==> src/rtl/fleq_pkg.sv <==
package fleq_pkg;

  localparam int unsigned QUEUE_DEPTH  = 16;
  localparam int unsigned CONTEXT_BITS = 32;
  localparam int unsigned PTR_W        = $clog2(QUEUE_DEPTH);

  localparam int unsigned CODE_W = 32;
  localparam int unsigned SEQ_W  = 16;
  localparam int unsigned SEV_W  = 3;
  localparam int unsigned DOM_W  = 2;
  localparam int unsigned WORD_W = CONTEXT_BITS + SEQ_W + SEV_W + DOM_W + CODE_W;

  typedef logic [PTR_W-1:0] ptr_t;

  typedef enum logic [1:0] {
    ACT_REQ = 2'd0,
    ACT_CLR = 2'd1,
    ACT_POP = 2'd2
  } action_e;

  typedef enum logic [1:0] {
    DOM_AXIS_A = 2'd0,
    DOM_AXIS_B = 2'd1,
    DOM_BUS    = 2'd2
  } domain_e;

  // controller to datapath
  typedef struct packed {
    logic take;   // input item accepted this cycle
    logic load;   // capture queue read data into the event registers
  } fleq_cmd_t;

  // datapath to controller
  typedef struct packed {
    logic pop_hit;  // current input is a pop and the queue holds an event
  } fleq_status_t;

  function automatic ptr_t ptr_next(ptr_t p);
    ptr_t n;
    n = ptr_t'(p + ptr_t'(1));
    if (p == ptr_t'(QUEUE_DEPTH - 1)) begin
      n = '0;
    end
    return n;
  endfunction

endpackage

==> src/rtl/fleq_ram.sv <==
module fleq_ram #(
  parameter int unsigned WIDTH = 8,
  parameter int unsigned DEPTH = 16
) (
  input  logic                     clk_i,
  input  logic                     we_i,
  input  logic [$clog2(DEPTH)-1:0] waddr_i,
  input  logic [WIDTH-1:0]         wdata_i,
  input  logic                     re_i,
  input  logic [$clog2(DEPTH)-1:0] raddr_i,
  output logic [WIDTH-1:0]         rdata_o
);

  logic [WIDTH-1:0] mem_q [DEPTH];
  logic [WIDTH-1:0] rdata_q;

  always_ff @(posedge clk_i) begin
    if (we_i) begin
      mem_q[waddr_i] <= wdata_i;
    end
    if (re_i) begin
      rdata_q <= mem_q[raddr_i];
    end
  end

  assign rdata_o = rdata_q;

endmodule

==> src/rtl/fleq_ctrl.sv <==
module fleq_ctrl
  import fleq_pkg::*;
(
  input  logic         clk_i,
  input  logic         rst_ni,
  input  logic         in_valid_i,
  output logic         in_stall_o,
  output logic         out_valid_o,
  input  logic         out_stall_i,
  input  fleq_status_t status_i,
  output fleq_cmd_t    cmd_o
);

  typedef enum logic [2:0] {
    ST_IDLE = 3'b001,
    ST_LOAD = 3'b010,
    ST_OUT  = 3'b100
  } state_e;

  state_e state_q, state_d;

  always_comb begin
    state_d     = state_q;
    in_stall_o  = 1'b1;
    out_valid_o = 1'b0;
    cmd_o       = '0;
    case (state_q)
      ST_IDLE: begin
        in_stall_o = 1'b0;
        if (in_valid_i) begin
          cmd_o.take = 1'b1;
          state_d    = status_i.pop_hit ? ST_LOAD : ST_OUT;
        end
      end
      ST_LOAD: begin
        cmd_o.load = 1'b1;
        state_d    = ST_OUT;
      end
      ST_OUT: begin
        out_valid_o = 1'b1;
        if (!out_stall_i) begin
          state_d = ST_IDLE;
        end
      end
      default: begin
        state_d = ST_IDLE;
      end
    endcase
  end

  always_ff @(posedge clk_i or negedge rst_ni) begin
    if (!rst_ni) begin
      state_q <= ST_IDLE;
    end else begin
      state_q <= state_d;
    end
  end

endmodule

==> src/rtl/fleq_dp.sv <==
module fleq_dp
  import fleq_pkg::*;
(
  input  logic              clk_i,
  input  logic              rst_ni,
  input  fleq_cmd_t         cmd_i,
  output fleq_status_t      status_o,
  input  logic [1:0]        action_i,
  input  logic [1:0]        domain_i,
  input  logic [31:0]       fault_bits_i,
  input  logic [2:0]        severity_i,
  input  logic [31:0]       context_word_i,
  output logic              pop_valid_o,
  output logic [1:0]        event_domain_o,
  output logic [31:0]       event_code_o,
  output logic [2:0]        event_severity_o,
  output logic [15:0]       event_sequence_o,
  output logic [31:0]       event_context_o,
  output logic [31:0]       flags_axis_a_o,
  output logic [31:0]       flags_axis_b_o,
  output logic [31:0]       flags_bus_o
  ,output logic [31:0]      dropped_count_o
);

  ptr_t              rd_ptr_q, wr_ptr_q, wr_nxt;
  logic [SEQ_W-1:0]  seq_q;
  logic [31:0]       drop_q;
  logic [31:0]       flag_a_q, flag_b_q, flag_bus_q;
  logic              empty, full, dom_ok, code_nz, req, clr, pop_hit, push;
  logic [63:0]       ctx_wide;
  logic [WORD_W-1:0] wdata, rdata;
  logic [CONTEXT_BITS-1:0] rd_ctx;
  logic [63:0]       rd_ctx_wide;

  logic              ev_valid_q;
  logic [1:0]        ev_dom_q;
  logic [31:0]       ev_code_q;
  logic [2:0]        ev_sev_q;
  logic [15:0]       ev_seq_q;
  logic [31:0]       ev_ctx_q;

  assign wr_nxt  = ptr_next(wr_ptr_q);
  assign empty   = (rd_ptr_q == wr_ptr_q);
  assign full    = (wr_nxt == rd_ptr_q);
  assign dom_ok  = (domain_i == DOM_AXIS_A) || (domain_i == DOM_AXIS_B) ||
                   (domain_i == DOM_BUS);
  assign code_nz = (fault_bits_i != '0);
  assign req     = cmd_i.take && (action_i == ACT_REQ) && dom_ok && code_nz;
  assign clr     = cmd_i.take && (action_i == ACT_CLR) && dom_ok && code_nz;
  assign pop_hit = (action_i == ACT_POP) && !empty;
  assign push    = req && !full;

  assign status_o.pop_hit = pop_hit;

  // stored context keeps its low CONTEXT_BITS bits
  assign ctx_wide = {32'h0, context_word_i};
  assign wdata    = {ctx_wide[CONTEXT_BITS-1:0], seq_q, severity_i, domain_i, fault_bits_i};

  fleq_ram #(
    .WIDTH(WORD_W),
    .DEPTH(QUEUE_DEPTH)
  ) u_ram (
    .clk_i  (clk_i),
    .we_i   (push),
    .waddr_i(wr_ptr_q),
    .wdata_i(wdata),
    .re_i   (cmd_i.take && pop_hit),
    .raddr_i(rd_ptr_q),
    .rdata_o(rdata)
  );

  assign rd_ctx      = rdata[WORD_W-1 -: CONTEXT_BITS];
  assign rd_ctx_wide = 64'(rd_ctx);

  always_ff @(posedge clk_i or negedge rst_ni) begin
    if (!rst_ni) begin
      rd_ptr_q   <= '0;
      wr_ptr_q   <= '0;
      seq_q      <= '0;
      drop_q     <= '0;
      flag_a_q   <= '0;
      flag_b_q   <= '0;
      flag_bus_q <= '0;
    end else begin
      if (req) begin
        case (domain_i)
          DOM_AXIS_A: flag_a_q   <= flag_a_q | fault_bits_i;
          DOM_AXIS_B: flag_b_q   <= flag_b_q | fault_bits_i;
          DOM_BUS:    flag_bus_q <= flag_bus_q | fault_bits_i;
          default: ;
        endcase
        if (full) begin
          drop_q <= drop_q + 32'd1;
        end else begin
          wr_ptr_q <= wr_nxt;
          seq_q    <= seq_q + SEQ_W'(1);
        end
      end
      if (clr) begin
        case (domain_i)
          DOM_AXIS_A: flag_a_q   <= flag_a_q & ~fault_bits_i;
          DOM_AXIS_B: flag_b_q   <= flag_b_q & ~fault_bits_i;
          DOM_BUS:    flag_bus_q <= flag_bus_q & ~fault_bits_i;
          default: ;
        endcase
      end
      if (cmd_i.take && pop_hit) begin
        rd_ptr_q <= ptr_next(rd_ptr_q);
      end
    end
  end

  // event registers: cleared on every item, filled from the queue on a pop that finds an event
  always_ff @(posedge clk_i) begin
    if (cmd_i.take) begin
      ev_valid_q <= 1'b0;
      ev_dom_q   <= '0;
      ev_code_q  <= '0;
      ev_sev_q   <= '0;
      ev_seq_q   <= '0;
      ev_ctx_q   <= '0;
    end else if (cmd_i.load) begin
      ev_valid_q <= 1'b1;
      ev_code_q  <= rdata[CODE_W-1:0];
      ev_dom_q   <= rdata[CODE_W +: DOM_W];
      ev_sev_q   <= rdata[CODE_W+DOM_W +: SEV_W];
      ev_seq_q   <= rdata[CODE_W+DOM_W+SEV_W +: SEQ_W];
      ev_ctx_q   <= rd_ctx_wide[31:0];
    end
  end

  assign pop_valid_o      = ev_valid_q;
  assign event_domain_o   = ev_dom_q;
  assign event_code_o     = ev_code_q;
  assign event_severity_o = ev_sev_q;
  assign event_sequence_o = ev_seq_q;
  assign event_context_o  = ev_ctx_q;
  assign flags_axis_a_o   = flag_a_q;
  assign flags_axis_b_o   = flag_b_q;
  assign flags_bus_o      = flag_bus_q;
  assign dropped_count_o  = drop_q;

endmodule

==> src/rtl/fault_latch_event_queue.sv <==
// channel | handshake              | payload
// --------+------------------------+-----------------------------------------------
// in      | in_valid_i, in_stall_o | action, domain, fault_bits, severity, context
// out     | out_valid_o, out_stall_i | pop_valid, event_*, flags_*, dropped_count
//
// one item at a time: result in the cycle after accept for every item but a pop that
// returns an event, which goes through the load state first (registered read of the queue ram)
// next item accepted the cycle after the result is taken
// reset clears bitmaps, pointers, sequence and drop counter; queue ram is not cleared
// in_stall_o is high from accept until the result is taken; a stalled result holds
module fault_latch_event_queue
  import fleq_pkg::*;
(
  input  logic        clk_i,
  input  logic        rst_ni,
  // input channel
  input  logic        in_valid_i,
  output logic        in_stall_o,
  input  logic [1:0]  action_i,
  input  logic [1:0]  domain_i,
  input  logic [31:0] fault_bits_i,
  input  logic [2:0]  severity_i,
  input  logic [31:0] context_word_i,
  // result channel
  output logic        out_valid_o,
  input  logic        out_stall_i,
  output logic        pop_valid_o,
  output logic [1:0]  event_domain_o,
  output logic [31:0] event_code_o,
  output logic [2:0]  event_severity_o,
  output logic [15:0] event_sequence_o,
  output logic [31:0] event_context_o,
  output logic [31:0] flags_axis_a_o,
  output logic [31:0] flags_axis_b_o,
  output logic [31:0] flags_bus_o,
  output logic [31:0] dropped_count_o
);

  // command and status between sequencer and datapath
  fleq_cmd_t    cmd;
  fleq_status_t status;

  // sequencer: idle, queue read, result hold
  fleq_ctrl u_ctrl (
    .clk_i      (clk_i),
    .rst_ni     (rst_ni),
    .in_valid_i (in_valid_i),
    .in_stall_o (in_stall_o),
    .out_valid_o(out_valid_o),
    .out_stall_i(out_stall_i),
    .status_i   (status),
    .cmd_o      (cmd)
  );

  // datapath: bitmaps, ring pointers, counters, event queue ram
  fleq_dp u_dp (
    .clk_i           (clk_i),
    .rst_ni          (rst_ni),
    .cmd_i           (cmd),
    .status_o        (status),
    .action_i        (action_i),
    .domain_i        (domain_i),
    .fault_bits_i    (fault_bits_i),
    .severity_i      (severity_i),
    .context_word_i  (context_word_i),
    .pop_valid_o     (pop_valid_o),
    .event_domain_o  (event_domain_o),
    .event_code_o    (event_code_o),
    .event_severity_o(event_severity_o),
    .event_sequence_o(event_sequence_o),
    .event_context_o (event_context_o),
    .flags_axis_a_o  (flags_axis_a_o),
    .flags_axis_b_o  (flags_axis_b_o),
    .flags_bus_o     (flags_bus_o),
    .dropped_count_o (dropped_count_o)
  );

endmodule

==> config.mk <==
export PLATFORM = sky130hd
export DESIGN_NAME = fault_latch_event_queue
export DESIGN_NICKNAME = d
export VERILOG_FILES = /design/src/rtl/fleq_pkg.sv /design/src/rtl/fleq_ram.sv /design/src/rtl/fleq_ctrl.sv /design/src/rtl/fleq_dp.sv /design/src/rtl/fault_latch_event_queue.sv
export SDC_FILE = /design/constraint.sdc
export NUM_CORES = 2
export LEC_CHECK = 0
export ABC_AREA = 1
export BUFFER_PORTS_ARGS = -buffer_cell sky130_fd_sc_hd__buf_2
export CORE_UTILIZATION = 30
export DETAILED_ROUTE_END_ITERATION = 10
export SETUP_SLACK_MARGIN = 0.2
export SYNTH_ARGS = -nofsm -noshare
export SYNTH_HDL_FRONTEND = slang
export SYNTH_SLANG_ARGS = --single-unit
==> constraint.sdc <==
create_clock -name clk_i -period 6.81 [get_ports clk_i]
set_input_delay 0.681 -clock clk_i [delete_from_list [all_inputs] [get_ports clk_i]]
set_output_delay 0.681 -clock clk_i [all_outputs]
set_load 0.1 [all_outputs]
==> results.json <==
{
  "r2r_setup_slack_ps": 2250,
  "cts.sinks": 1686,
  "skew_ps": 34.05,
  "initialDrtViolationCount": 4259,
  "gp_congestion": 0.8230,
  "grt_pass1_vias": 43264,
  "p_total_uw": 29480,
  "worst_pin_slew_ps": 1279,
  "synthesis.nets": 5834,
  "synth.area.top_cells": "edfxtp_1, nor2_1, dfrtp_1, o21ai_0, nand2_1",
  "die_y_um": 477.1,
  "first_pass_iters": 5,
  "setup-violations-final": 0,
  "relSlewSlack_pct": 14.51,
  "finalHoldViolCount": 0,
  "die_w_um": 477.1,
  "post_cts_buffers": 0,
  "drive_gt1_share_pct": 10.61,
  "rsz0062_at_grt": "no",
  "drtAntennaViolNets": 0,
  "cts_resized": 0,
  "track_usage_pct": 16.06,
  "initial_core_util_pct": 30.14,
  "clk_latency_ps": 800,
  "area_growth_pct": 14.77,
  "cts_tree": "yes",
  "cp_max_fo": 36,
  "cts_buffer_depth": 3,
  "required_ps": 7250,
  "holdBufCountCts": 1,
  "reg2reg_to": "u_dp.u_ram.mem_q[6][29]",
  "p_leak_uw": 0.02704,
  "status": "completed",
  "hp-class": "primary input to register",
  "routed_wl_um": 188300,
  "nNetsFinal": 6013,
  "synth_top_area_share_pct": 64.07,
  "power_per_cell_area_mw_per_mm2": 379.3,
  "grt.overflow.total": 0,
  "reg2reg_depth": 8,
  "cts_root_buffer": "clkbuf_16",
  "core_mm2": 0.2247,
  "htreeDepth": 4,
  "start_kind": "register",
  "ys_seq_area_share_pct": 72.35,
  "antenna_found_initial": 22,
  "period_share_pct": 67.03,
  "pin_count": 291,
  "critical_path.startpoint": "u_ctrl.state_q[0]",
  "syn_area_per_cell_um2": 11.78,
  "synth_cells": 5751,
  "cap_violations": 0,
  "final_max_slew_viol_count": 0,
  "worstSetupEndpointType": "register",
  "yosys_warnings": 0,
  "clkTransAtPathRegs_ps": 60,
  "placementRows": 174,
  "cts_buffers": 169,
  "synth_top_area_cell": "edfxtp_1",
  "hold_depth": 4,
  "fmax_ghz": 0.2191,
  "arrival_ps": 5010,
  "r2r_start": "u_ctrl.state_q[0]",
  "synth-seq-cells": 1686,
  "grt_pass1_wl_um": 279100,
  "totalNegativeSetupSlack_ps": 0,
  "grt_max_degree": 239,
  "via_count": 45224,
  "io_buffers": 290,
  "crit_end": "u_dp.u_ram.mem_q[6][29]",
  "drc": 0,
  "synth.distinct_cells": 35,
  "die-area_mm2": 0.2276,
  "avgRoutedWirePerCell_um": 20.77,
  "hpwl_um": 104800,
  "syn_area_mm2": 0.06772,
  "ir_drop_v": 0.0003621,
  "fin_crit_ps": 4565,
  "viasPerCell": 4.991,
  "crit_type": "register to register"
}
==> per-stage QoR <==
stage / area [um^2] / util [%] / setup WS (ps) / instances / hold slack [ps]
after floorplan: 67720 / - / 693.5 / 5751 / 385.4
after global placement: 72290 / 32.18 / 2153 / 8750 / 447.8
after detailed placement: 72290 / 32.18 / 2074 / 8750 / 452.0
after CTS: 77720 / 34.59 / 2238 / 9061 / 192.1
after global routing: 77720 / 34.59 / 1995 / 9061 / 215.9
final: 77720 / 34.59 / 2245 / 9062 / 230.6
==> routing by layer <==
metal  up-vias  track usage, %  routed length (um)
met2      1604           26.38               90180
met4         6           4.231                4202
li1      20648               -                   -
met1     22684           21.88               81500
met3       282           2.699               12340
met5         -               0                  40
==> cells by family after synthesis <==
kind of cell               synth area share [%]
buffers and inverters                     3.636
xor gates and xnor gates                 0.4139
adders and majority gates                0.1478
and+or+nand+nor                           13.26
AOI/OAI and AO/OA                         9.417
muxes                                    0.7834
DFF                                       72.35
==> power breakdown <==
part           switching (uW)  internal [uW]
combinational            6350           1780
sequential                358          11800
clock                    3960           5250
==> final cells by class <==
type	instances	area, um^2
Antenna cell	1	2.502
Clock buffer	231	4658
Clock inverter	79	762.0
Fill cell	21912	147000
Inverter	240	918.4
Multi-Input combinational cell	3465	16440
Sequential cell	1686	49000
Tap cell	2992	3744
Timing Repair Buffer	368	2196
==> cell usage in the layout, fill, tap and decap left out, types with 138 or more instances in the layout <==
master | Yosys | final
edfxtp_1 | 1445 | 1445
nor2_1 | 1056 | 1035
nand2_1 | 774 | 773
o21ai_0 | 646 | 646
buf_2 | 84 | 289
nand3_1 | 276 | 275
inv_1 | 235 | 232
a21oi_1 | 181 | 181
clkbuf_16 | 0 | 174
dfrtp_1 | 154 | 151
o211ai_1 | 138 | 138
==> state kept, by name, summed over array words and instances, names as in the netlist, 3 cells and up <==
name                   flops
u_dp.dropped_count_o      32
u_dp.flags_axis_b_o       32
u_dp.rd_ptr_q              4
u_dp.event_severity_o      3
u_ctrl.state_q             3
u_dp.event_context_o      32
u_dp.wr_ptr_q              4
u_dp.u_ram.rdata_o        85
u_dp.event_code_o         32
u_dp.flags_axis_a_o       32
u_dp.seq_q                16
u_dp.flags_bus_o          32
u_dp.u_ram.mem_q        1360
u_dp.event_sequence_o     16
==> critical path, stage by stage (launching register included) <==
cell and delay, ps:
dfstp_2 580, nand3_2 130, nor2_4 100, buf_4 430, nand4_1 250, nor2_4 610, nand3_1 480, nor2_4 1100
buf_4 480
==> synthesized netlist by cell type <==
| cell | instances |
|---|---|
| a21boi_0 | 1 |
| a21oi_1 | 181 |
| buf_1 | 32 |
| buf_2 | 84 |
| buf_4 | 8 |
| buf_6 | 10 |
| clkbuf_1 | 226 |
| clkinv_1 | 1 |
| dfrtp_1 | 154 |
| dfstp_2 | 1 |
| dfxtp_1 | 86 |
| edfxtp_1 | 1445 |
| ha_1 | 8 |
| inv_1 | 235 |
| inv_2 | 4 |
| mux2i_1 | 53 |
| nand2_1 | 774 |
| nand3_1 | 276 |
| nand3_2 | 1 |
| nand3b_1 | 18 |
| nand4_1 | 5 |
| nor2_1 | 1056 |
| nor2_2 | 3 |
| nor2_4 | 1 |
| nor3_1 | 102 |
| nor3_2 | 1 |
| o211ai_1 | 138 |
| o21ai_0 | 646 |
| o21ai_1 | 29 |
| o21bai_1 | 32 |
| o22ai_1 | 54 |
| o31ai_1 | 1 |
| o32ai_1 | 53 |
| xnor2_1 | 15 |
| xor2_1 | 17 |
==> worst min-delay path by stage <==
| stage | startpoint | end | slack, ps |
|---|---|---|---|
| 2_1_floorplan | rst_ni | u_ctrl.state_q[1] | 390 |
| 3_3_place_gp | u_dp.event_context_o[5] | u_dp.event_context_o[5] | 450 |
| 3_5_place_dp | u_dp.event_sequence_o[12] | u_dp.event_sequence_o[12] | 450 |
| 4_1_cts | out_stall_i | u_ctrl.state_q[0] | 190 |
| 5_1_grt | out_stall_i | u_ctrl.state_q[0] | 220 |
| 6_report | out_stall_i | u_ctrl.state_q[0] | 230 |
Power figures use the tool's default switching activity.
